### src/rtl/line_follow_pid_with_obstacle_stop_assert.svh
// assertion helpers for the rtl
`ifndef LINE_FOLLOW_PID_WITH_OBSTACLE_STOP_ASSERT_SVH
`define LINE_FOLLOW_PID_WITH_OBSTACLE_STOP_ASSERT_SVH

// same-cycle implication
`define LFPID_ASSERT_NOW(name, clk, rst, cond, expr) \
   name: assert property (@(posedge clk) disable iff (rst) (cond) |-> (expr)) \
      else $error("lfpid same-cycle check failed");

// next-cycle implication
`define LFPID_ASSERT_NEXT(name, clk, rst, cond, expr) \
   name: assert property (@(posedge clk) disable iff (rst) (cond) |=> (expr)) \
      else $error("lfpid next-cycle check failed");

`endif

### src/rtl/lfpid_pkg.sv
`timescale 1ns / 1ps
`default_nettype none

package lfpid_pkg;

   localparam int DATA_WIDTH     = 32;
   localparam int GAIN_WIDTH     = 16;
   localparam int RANGE_WIDTH    = 16;
   localparam int MODE_WIDTH     = 2;
   localparam int FRAC_BITS      = 12;
   localparam int CSR_ADDR_WIDTH = 5;
   localparam int CSR_DATA_WIDTH = 32;
   localparam int REG_SEL_LSB    = 2;
   localparam int REG_SEL_WIDTH  = 3;

   typedef enum logic [MODE_WIDTH-1:0] {
      MODE_RANGE = 2'd0,
      MODE_POSE  = 2'd1,
      MODE_TICK  = 2'd2
   } mode_type;

   typedef enum logic [REG_SEL_WIDTH-1:0] {
      REG_TARGET_LINE     = 3'd0,
      REG_CRUISE_SPEED    = 3'd1,
      REG_PROP_GAIN       = 3'd2,
      REG_INTEGRAL_GAIN   = 3'd3,
      REG_DERIVATIVE_GAIN = 3'd4,
      REG_STOP_RANGE      = 3'd5
   } reg_index_type;

   localparam logic signed [DATA_WIDTH-1:0] TARGET_LINE_RESET  = -32'sd655360;
   localparam logic signed [DATA_WIDTH-1:0] CRUISE_SPEED_RESET = 32'sd65536;
   localparam logic signed [GAIN_WIDTH-1:0] PROP_GAIN_RESET    = 16'sd410;
   localparam logic signed [GAIN_WIDTH-1:0] INT_GAIN_RESET     = 16'sd0;
   localparam logic signed [GAIN_WIDTH-1:0] DER_GAIN_RESET     = 16'sd0;
   localparam logic [RANGE_WIDTH-1:0]       STOP_RANGE_RESET   = 16'd77;

   typedef struct packed {
      logic signed [DATA_WIDTH-1:0] target_line;
      logic signed [DATA_WIDTH-1:0] cruise_speed;
      logic signed [GAIN_WIDTH-1:0] prop_gain;
      logic signed [GAIN_WIDTH-1:0] integral_gain;
      logic signed [GAIN_WIDTH-1:0] derivative_gain;
      logic [RANGE_WIDTH-1:0]       stop_range;
   } cfg_type;

endpackage

`default_nettype wire

### src/rtl/lfpid_csr.sv
`timescale 1ns / 1ps
`default_nettype none

module lfpid_csr import lfpid_pkg::*; (
   input  wire logic                      clock,
   input  wire logic                      reset,
   input  wire logic                      csr_psel,
   input  wire logic                      csr_penable,
   input  wire logic                      csr_pwrite,
   input  wire logic [CSR_ADDR_WIDTH-1:0] csr_paddr,
   input  wire logic [CSR_DATA_WIDTH-1:0] csr_pwdata,
   output logic      [CSR_DATA_WIDTH-1:0] csr_prdata,
   output logic                           csr_pready,
   output cfg_type                        cfg
);

   cfg_type                  cfg_ff;
   cfg_type                  cfg_in;
   logic                     wr_en;
   logic [REG_SEL_WIDTH-1:0] reg_sel;

   assign csr_pready = 1'b1;
   assign wr_en      = csr_psel && csr_penable && csr_pwrite && csr_pready;
   assign reg_sel    = csr_paddr[REG_SEL_LSB +: REG_SEL_WIDTH];

   always_comb begin
      cfg_in = cfg_ff;
      if (wr_en) begin
         case (reg_sel)
            REG_TARGET_LINE: begin
               cfg_in.target_line = csr_pwdata[DATA_WIDTH-1:0];
            end
            REG_CRUISE_SPEED: begin
               cfg_in.cruise_speed = csr_pwdata[DATA_WIDTH-1:0];
            end
            REG_PROP_GAIN: begin
               cfg_in.prop_gain = csr_pwdata[GAIN_WIDTH-1:0];
            end
            REG_INTEGRAL_GAIN: begin
               cfg_in.integral_gain = csr_pwdata[GAIN_WIDTH-1:0];
            end
            REG_DERIVATIVE_GAIN: begin
               cfg_in.derivative_gain = csr_pwdata[GAIN_WIDTH-1:0];
            end
            REG_STOP_RANGE: begin
               cfg_in.stop_range = csr_pwdata[RANGE_WIDTH-1:0];
            end
            default: begin
               cfg_in = cfg_ff;
            end
         endcase
      end
   end

   always_ff @(posedge clock) begin
      if (reset) begin
         cfg_ff.target_line     <= TARGET_LINE_RESET;
         cfg_ff.cruise_speed    <= CRUISE_SPEED_RESET;
         cfg_ff.prop_gain       <= PROP_GAIN_RESET;
         cfg_ff.integral_gain   <= INT_GAIN_RESET;
         cfg_ff.derivative_gain <= DER_GAIN_RESET;
         cfg_ff.stop_range      <= STOP_RANGE_RESET;
      end else begin
         cfg_ff <= cfg_in;
      end
   end

   // signed registers read back sign-extended
   always_comb begin
      case (reg_sel)
         REG_TARGET_LINE: begin
            csr_prdata = cfg_ff.target_line;
         end
         REG_CRUISE_SPEED: begin
            csr_prdata = cfg_ff.cruise_speed;
         end
         REG_PROP_GAIN: begin
            csr_prdata = {{(CSR_DATA_WIDTH-GAIN_WIDTH){cfg_ff.prop_gain[GAIN_WIDTH-1]}},
                          cfg_ff.prop_gain};
         end
         REG_INTEGRAL_GAIN: begin
            csr_prdata = {{(CSR_DATA_WIDTH-GAIN_WIDTH){cfg_ff.integral_gain[GAIN_WIDTH-1]}},
                          cfg_ff.integral_gain};
         end
         REG_DERIVATIVE_GAIN: begin
            csr_prdata = {{(CSR_DATA_WIDTH-GAIN_WIDTH){cfg_ff.derivative_gain[GAIN_WIDTH-1]}},
                          cfg_ff.derivative_gain};
         end
         REG_STOP_RANGE: begin
            csr_prdata = {{(CSR_DATA_WIDTH-RANGE_WIDTH){1'b0}}, cfg_ff.stop_range};
         end
         default: begin
            csr_prdata = '0;
         end
      endcase
   end

   assign cfg = cfg_ff;

endmodule

`default_nettype wire

### config.mk
export PLATFORM = sky130hd
export DESIGN_NAME = lfpid_csr
export DESIGN_NICKNAME = d
export VERILOG_FILES = /design/src/rtl/line_follow_pid_with_obstacle_stop_assert.svh /design/src/rtl/lfpid_pkg.sv /design/src/rtl/lfpid_csr.sv
export SDC_FILE = /design/constraint.sdc
export NUM_CORES = 1
export LEC_CHECK = 0
export BUFFER_PORTS_ARGS = -buffer_cell sky130_fd_sc_hd__buf_4
export CAP_MARGIN = 30
export CELL_PAD_IN_SITES_DETAIL_PLACEMENT = 1
export CELL_PAD_IN_SITES_GLOBAL_PLACEMENT = 2
export CORE_MARGIN = 8
export CORE_UTILIZATION = 33
export DETAILED_ROUTE_END_ITERATION = 8
export PLACE_DENSITY = 0.84
export SKIP_LAST_GASP = 1
export SYNTH_ARGS = -nofsm -noshare
export SYNTH_HDL_FRONTEND = slang
export SYNTH_SLANG_ARGS = --single-unit
### constraint.sdc
create_clock -name clock -period 2.2 [get_ports clock]
set_input_delay 0.22 -clock clock [delete_from_list [all_inputs] [get_ports clock]]
set_output_delay 0.22 -clock clock [all_outputs]
set_load 0.005 [all_outputs]
==> impl_summary.log, run 1 <==
INFO  metric tritoncts = done
INFO  metric clockRootBuffer = sky130_fd_sc_hd__clkbuf_16
INFO  metric critPathMaxStageDelay = 340 ps
INFO  metric synth_warnings = 0
INFO  metric setup_violators_final = 0
INFO  metric p_total = 0.00595 W
INFO  metric finalSetupTns = 0 ps
INFO  metric mostFrequentLayoutCell = sky130_fd_sc_hd__buf_4
INFO  metric synth-adder-area-share = 0%
INFO  metric end_kind = primary output
INFO  metric run_status = complete, no violations
INFO  metric commonest_cells_after_routing_fill_and_taps_aside = 215 x sky130_fd_sc_hd__buf_4, 128 x sky130_fd_sc_hd__dfxtp_1, 98 x sky130_fd_sc_hd__mux2i_1, 89 x sky130_fd_sc_hd__nand2b_1, 42 x sky130_fd_sc_hd__nor2_1
INFO  metric routabilityCongestion = ~0.78
INFO  metric routed-via-count = 5581
INFO  metric largest_reg_flops = 128
INFO  metric critical_path_class = flop to primary output
INFO  metric cts-htree-levels = 4
INFO  metric coreArea = 18500 sq um
INFO  metric synthXorXnorAreaFrac = 0%
INFO  metric drc_errors = 0
INFO  metric timing_max_transition_violations_final = 0
INFO  metric seq_area = 2560 sq um
INFO  metric synth-seq-area-share = 41.5%
INFO  metric postCtsHoldBufs = 0
INFO  metric final_antenna_net_count = 0
INFO  metric clockBufferDepth = 2
INFO  metric initial_core_util = 33.4%
INFO  metric overall_global_routing_usage = 19.9%
INFO  metric timing.final.crit_share = between 80 and 90%
INFO  metric maximum_number_of_pins_on_one_net_before_global_route_repair = 67
INFO  metric critical_path.top_delay_family = compound AO/OA/AOI/OAI gates
INFO  metric synth.cell_area = ~6200 sq um
INFO  metric clock_sinks = 128
INFO  metric postSynthRegisterBits = 128
INFO  metric synth_async_sr_flop_share = 0%
INFO  metric path_cells = mux2i_1, o2bb2ai_2, buf_4, a221o_2, buf_4
INFO  metric synthesized_instance_count = 628
INFO  metric avgRoutedWirePerCell = approximately 22 um
INFO  metric total_leakage_power = 3.85 nW
INFO  metric synth-simple-area-share = 17.5%
INFO  metric fin_worst_skew = 0 ps
INFO  metric worst_pin_slew = between 600 and 700 ps
INFO  metric max_cap_viol_count = 0
INFO  metric crit_required = 1980 ps
INFO  metric post-cts-setup-buffers = 0
INFO  metric number_of_flops_mapped_to_enable_cells_by_yosys = 0
INFO  metric slew_headroom = between 50% and 60%
INFO  metric crit_path_top_delay_cell = sky130_fd_sc_hd__dfxtp_1
INFO  metric syn_avg_cell_area = 9.84 sq um
INFO  metric hold_violation_total_from_the_final_report = 0
INFO  metric floorplan.die_area = 23400 sq um
INFO  metric timing.critical_path.from_type = flop
INFO  metric die_width = 153 um
INFO  metric final_wl = 23.5 mm
INFO  metric yosys-mux-area-fraction = about a fifth
INFO  metric hold-worst-slack = 61.5 ps
INFO  metric drive_above_1_share = 36.6%
INFO  metric synth_compound_area_share = about 14%
INFO  metric design.final.nets = 852
INFO  metric routed_via_density = 5.28
INFO  metric worst_ep_arrival_time = 1740 ps
INFO  metric cts_inserted_buffers = 17
INFO  metric clock_latency = 420 ps
INFO  metric dr.pass1.iters = 4
INFO  metric rsz_0062_raised_after_global_routing = false
INFO  metric min_path_type = input pin to flop
INFO  metric multiInputGateArea = ~3300 sq um
INFO  metric fmax = 511 MHz
INFO  metric first_pass_grt_wire_length = 36.4 mm
INFO  metric top_level_ports = 203
INFO  metric netlist-cell-type-count = 47
INFO  metric antenna_found_initial = 0
INFO  metric cpMostUsedCell = sky130_fd_sc_hd__buf_4
INFO  metric fillerInstances = 2084
INFO  metric core.rowCount = 50
INFO  metric numPortBuffers = 199
INFO  metric chipHeight = approximately 150 um
INFO  metric worst-path-max-fanout = 17
INFO  metric power.density_cell_area = roughly 700 nW/um^2
INFO  metric antenna_fix_cells = 0
INFO  metric post-dp-hpwl = 16.8 mm
INFO  metric min_period = 1960 ps
INFO  metric detailedRoute.firstIterationViolations = 253
INFO  metric syn2layout_area_growth = 37.4%
INFO  metric globalRoute.totalOverflow = 0
INFO  metric clk_pin_slew = 60 ps
INFO  metric path_buf_inv = 2
INFO  metric first_global_vias = 6157
INFO  metric postSynth.topFlopCell = sky130_fd_sc_hd__dfxtp_1
INFO  metric max-vdd-ir-drop = 537 uV
INFO  metric dominant_combinational_cell_family_by_area_after_synthesis = multiplexers
INFO  metric syn-num-nets = 670
INFO  metric cts_resized = 0
-- tightest hold or removal path, stage by stage --
cell,delay [ps]
sky130_fd_sc_hd__buf_4,110
sky130_fd_sc_hd__nand3_1,60
sky130_fd_sc_hd__a21oi_1,50
-- through the flow --
stage          utilization [%]  instance area (sq um)  setup slack, ps  std cells
4_1_cts                   45.8                   8490              202       1057
5_1_grt                   45.8                   8490              174       1057
3_5_place_dp              42.3                   7830              336       1025
2_1_floorplan                -                   6180              778        628
3_3_place_gp              42.2                   7820              137       1024
6_report                  45.8                   8490              243       1057
-- synthesized netlist by cell type, drive strengths merged, types with 4 or more instances --
cell type | count | area [sq um]
a32oi | 4 | 35.0
a21oi | 36 | 180
nand2b | 90 | 571
nor2 | 43 | 169
a221o | 16 | 173
a211o | 4 | 35.0
o22ai | 6 | 37.5
a221oi | 4 | 35.0
nand2 | 4 | 27.5
buf | 29 | 250
clkbuf | 28 | 105
and3 | 4 | 25.0
nand3 | 34 | 183
a22oi | 16 | 120
mux2i | 98 | 981
mux2 | 25 | 297
o221ai | 4 | 35.0
dfxtp | 128 | 2560
o21ai | 32 | 160
inv | 5 | 18.8
-- per-layer routing --
metal	GRT usage (%)	routed length, um	vias up
met4	6.55	420	0
met3	7.02	1680	31
met2	33.7	11400	185
met5	0	0	-
li1	-	-	2612
met1	22.9	10000	2753
-- power breakdown --
group	total (W)	internal, W	switching (W)
Sequential	0.00235	0.00234	0.0000164
Combinational	0.000477	0.000214	0.000263
Clock	0.00312	0.00204	0.00108
-- kinds of logic after synthesis --
kind of cell | after synthesis
buf+inv | 63
simple gates | 186
other cells | 1
flops | 128
compound gates | 126
mux | 124
-- cell type report --
| cell class | instances | area share (%) |
|---|---|---|
| multi-input combinational | 437 | 38.3 |
| clock inverter | 14 | 2.51 |
| tap | 234 | 3.45 |
| timing repair buffer | 220 | 20.1 |
| inverter | 6 | 0.265 |
| sequential | 128 | 30.2 |
| clock buffer | 18 | 5.18 |
-- path summary, 6_finish.rpt --
kind | from | end | slack [ps] | depth (start not counted)
max reg2reg | cfg[90] | cfg[90] | 1460 | 2
min reg2reg | cfg[1] | cfg[1] | 500 | 2
max | cfg[47] | csr_prdata[17] | 240 | 5
min | csr_pwdata[24] | cfg[88] | 60 | 3
Note: power is estimated with default switching activity, not from simulation.
==> run 2: changes to the inputs <==
--- a/config.mk
+++ b/config.mk
@@ -6,13 +6,12 @@
 export NUM_CORES = 1
 export LEC_CHECK = 0
 export BUFFER_PORTS_ARGS = -buffer_cell sky130_fd_sc_hd__buf_4
-export CAP_MARGIN = 30
 export CELL_PAD_IN_SITES_DETAIL_PLACEMENT = 1
 export CELL_PAD_IN_SITES_GLOBAL_PLACEMENT = 2
 export CORE_MARGIN = 8
-export CORE_UTILIZATION = 33
+export CORE_UTILIZATION = 27
 export DETAILED_ROUTE_END_ITERATION = 8
-export PLACE_DENSITY = 0.84
+export PLACE_DENSITY_LB_ADDON = 0.1
 export SKIP_LAST_GASP = 1
 export SYNTH_ARGS = -nofsm -noshare
 export SYNTH_HDL_FRONTEND = slang
==> constraint.sdc (replaced) <==
create_clock -name clock -period 1.8 [get_ports clock]
set_input_delay 0.18 -clock clock [delete_from_list [all_inputs] [get_ports clock]]
set_output_delay 0.18 -clock clock [all_outputs]
set_load 0.005 [all_outputs]
==> run 2 against run 1 <==
Compared with the run above: the run now ends with negative setup slack left; hold slack worse by 46 ps; clock skew did not move; critical path depth unchanged; clock power is 18% higher; non-clock buffer count rose by 13; first-iteration DRC count fell by 32%; design area grew 3.3%; register-to-register slack lost 410 ps; critical path type unchanged; critical endpoint is now csr_prdata[20]; highest routed layer unchanged.
==> impl_summary.log, run 2 (synthesis results as in run 1) <==
INFO  metric run_status = finished with violations
INFO  metric violated_checks = negative setup slack
INFO  metric critPathMaxStageDelay = about 320 ps
INFO  metric final_antenna_net_count = 0
INFO  metric seq_area = 2570 sq um
INFO  metric final_cell_area = 8760 sq um
INFO  metric final_wl = 25.3 mm
INFO  metric initial_core_util = 27.4%
INFO  metric crit_required = 1620 ps
INFO  metric routabilityCongestion = 0.757
INFO  metric first_global_vias = 6306
INFO  metric drive_above_1_share = between 30 and 40%
INFO  metric clockBufferDepth = 2
INFO  metric postCtsHoldBufs = 0
INFO  metric path_buf_inv = 2
INFO  metric core.rowCount = 55
INFO  metric clockRootBuffer = sky130_fd_sc_hd__clkbuf_16
INFO  metric placed_area = 7990 sq um
INFO  metric clk_pin_slew = 70 ps
INFO  metric timing.rr.start = cfg[92]
INFO  metric routed_via_density = about 5
INFO  metric slew_headroom = between 50% and 60%
INFO  metric fin_worst_skew = 0 ps
INFO  metric antenna_found_initial = 0
INFO  metric switching_share = 24.3%
INFO  metric timing.critical_path.from_type = flop
INFO  metric floorplan.die_area = 28000 sq um
INFO  metric fmax = 537 MHz
INFO  metric hold_path_end = cfg[86]
INFO  metric internal_power = 0.00544 W
INFO  metric globalRoute.totalOverflow = 0
INFO  metric critical_path.top_delay_family = compound AO/OA/AOI/OAI gates
INFO  metric final_core_util = a little under 40%
INFO  metric timing_max_transition_violations_final = 0
INFO  metric syn2layout_area_growth = 41.9%
INFO  metric maximum_number_of_pins_on_one_net_before_global_route_repair = 61
INFO  metric worst_ep_arrival_time = 1680 ps
INFO  metric detailedRoute.firstIterationViolations = 171
INFO  metric count_of_cells_along_the_worst_register_to_register_path = 2
INFO  metric avgRoutedWirePerCell = 22.5 um
INFO  metric post-dp-hpwl = roughly 18 mm
INFO  metric critical_path_class = flop to primary output
INFO  metric power_switching = 0.00174 W
INFO  metric max_cap_viol_count = 0
INFO  metric die_width = 167 um
INFO  metric timing.final.crit_share = 103%
INFO  metric cts_inserted_buffers = 17
INFO  metric tritoncts = done
INFO  metric cts-htree-levels = 4
INFO  metric clock_latency = between 400 and 500 ps
INFO  metric rsz_0062_raised_after_global_routing = true
INFO  metric fillerInstances = around 2600
INFO  metric wirelength_met1 = ~11 mm
INFO  metric routed-via-count = 5618
INFO  metric share_seq_of_total_power = 40.0%
INFO  metric met2WireLength = 12.5 mm
INFO  metric min_path_cells = 3
INFO  metric multiInputGateArea = 3300 sq um
INFO  metric dr.pass1.iters = 4
INFO  metric first_pass_grt_wire_length = 38.6 mm
INFO  metric share_comb_of_total_power = 8.8%
INFO  metric top_level_ports = 203
INFO  metric overall_global_routing_usage = ~18%
INFO  metric r2r_slack = 1050 ps
INFO  metric min_path_type = input pin to flop
INFO  metric drc_errors = 0
INFO  metric end_kind = primary output
INFO  metric design.final.nets = 865
INFO  metric worst-path-max-fanout = 8
INFO  metric wl_met3 = approximately 1.5 mm
INFO  metric clock_sinks = 128
INFO  metric setup_violators_final = 16
INFO  metric numPortBuffers = 199
INFO  metric chipHeight = about 170 um
INFO  metric power.density_cell_area = between 800 and 900 nW/um^2
INFO  metric max-vdd-ir-drop = 552 uV
INFO  metric crit_path_top_delay_cell = sky130_fd_sc_hd__dfxtp_2
INFO  metric antenna_fix_cells = 0
INFO  metric top_layer = met4
INFO  metric largest_reg_flops = 128
INFO  metric min_period = 1860 ps
INFO  metric worst_path_setup_slack_after_routing = -62.4 ps
INFO  metric finalSetupTns = -733 ps
INFO  metric worst_hold_startpoint = csr_pwdata[22]
INFO  metric coreArea = 22600 sq um
INFO  metric total_leakage_power = slightly below 4 nW
INFO  metric commonest_cells_after_routing_fill_and_taps_aside = 214 x sky130_fd_sc_hd__buf_4, 123 x sky130_fd_sc_hd__dfxtp_1, 97 x sky130_fd_sc_hd__mux2i_1, 89 x sky130_fd_sc_hd__nand2b_1, 42 x sky130_fd_sc_hd__nor2_1
INFO  metric path_cells = and2b_1, o2bb2ai_4, buf_12, a221o_2, buf_6
INFO  metric worst_pin_slew = 691 ps
INFO  metric mostFrequentLayoutCell = sky130_fd_sc_hd__buf_4
INFO  metric p_clk_share = 51.2%
INFO  metric ff_to_ff_end = cfg[92]
INFO  metric hold_violation_total_from_the_final_report = 0
## run 2: cell count changes in the layout (fill, tap and decap cells not counted), moves of 2 or more
cell                        previous run  this run
sky130_fd_sc_hd__buf_6                 1        12
sky130_fd_sc_hd__dfxtp_1             128       123
sky130_fd_sc_hd__dfxtp_2               0         5
sky130_fd_sc_hd__a221oi_1              4         1
sky130_fd_sc_hd__a221oi_2              0         3
sky130_fd_sc_hd__clkinv_2              3         0
sky130_fd_sc_hd__buf_12                4         6
sky130_fd_sc_hd__bufinv_16             5         3
sky130_fd_sc_hd__clkbuf_8              1         3
sky130_fd_sc_hd__clkinv_4              1         3
## run 2: cell type report
type / instances / area share, %
timing repair buffer: 233 / 21.5
tap: 285 / 4.07
inverter: 6 / 0.257
clock inverter: 11 / 1.77
clock buffer: 21 / 5.37
sequential: 128 / 29.3
multi-input combinational: 437 / 37.7
## run 2: power by group through the flow
| stage | Combinational, W | Sequential, W | Clock [W] |
|---|---|---|---|
| finish | 0.000630 | 0.00287 | 0.00368 |
| global route | 0.000678 | 0.00288 | 0.00388 |
| CTS | 0.000624 | 0.00287 | 0.00375 |
| detailed placement | 0.000621 | 0.00294 | 0 |
| global placement | 0.000609 | 0.00294 | 0 |
| floorplan | 0.000318 | 0.00293 | 0 |
## run 2: per-stage QoR
step / std cells / power (W) / setup slack [ps] / hold slack (ps)
2_1_floorplan: 628 / 0.00325 / 458 / 328
4_1_cts: 1118 / 0.00725 / -104 / 3.64
3_5_place_dp: 1086 / 0.00356 / -99.4 / 456
3_3_place_gp: 1086 / 0.00355 / -33.7 / 445
6_report: 1121 / 0.00718 / -62.4 / 15.5
5_1_grt: 1121 / 0.00743 / -99.4 / 13.6
## run 2: routing by layer
metal	GRT usage, %	vias up
li1	-	2622
met4	5.78	0
met3	5.41	35
met1	20.8	2807
met2	31.0	154
met5	0	-
## run 2: worst max-delay path by stage
stage                       from        endpoint  slack [ps]  cells after the start
CTS                      cfg[31]  csr_prdata[20]        -100                      5
global route             cfg[31]  csr_prdata[25]        -100                      5
detailed placement  csr_paddr[3]  csr_prdata[20]        -100                      4
finish                   cfg[31]  csr_prdata[20]         -60                      5
floorplan           csr_paddr[4]  csr_prdata[16]         460                      4
global placement    csr_paddr[3]  csr_prdata[20]         -30                      4
## run 2: tightest hold or removal path, cell delays in order
cell,delay [ps]
sky130_fd_sc_hd__buf_4,110
sky130_fd_sc_hd__nand3_1,50
sky130_fd_sc_hd__a21oi_1,50
## run 2: what timing repair did
action                                  4_1_cts  5_1_grt
cloned                                        0        1
pin swaps                                     0        1
endpoints found under the setup margin       16       20
resized for setup                             1       24
setup buffers                                 0        2
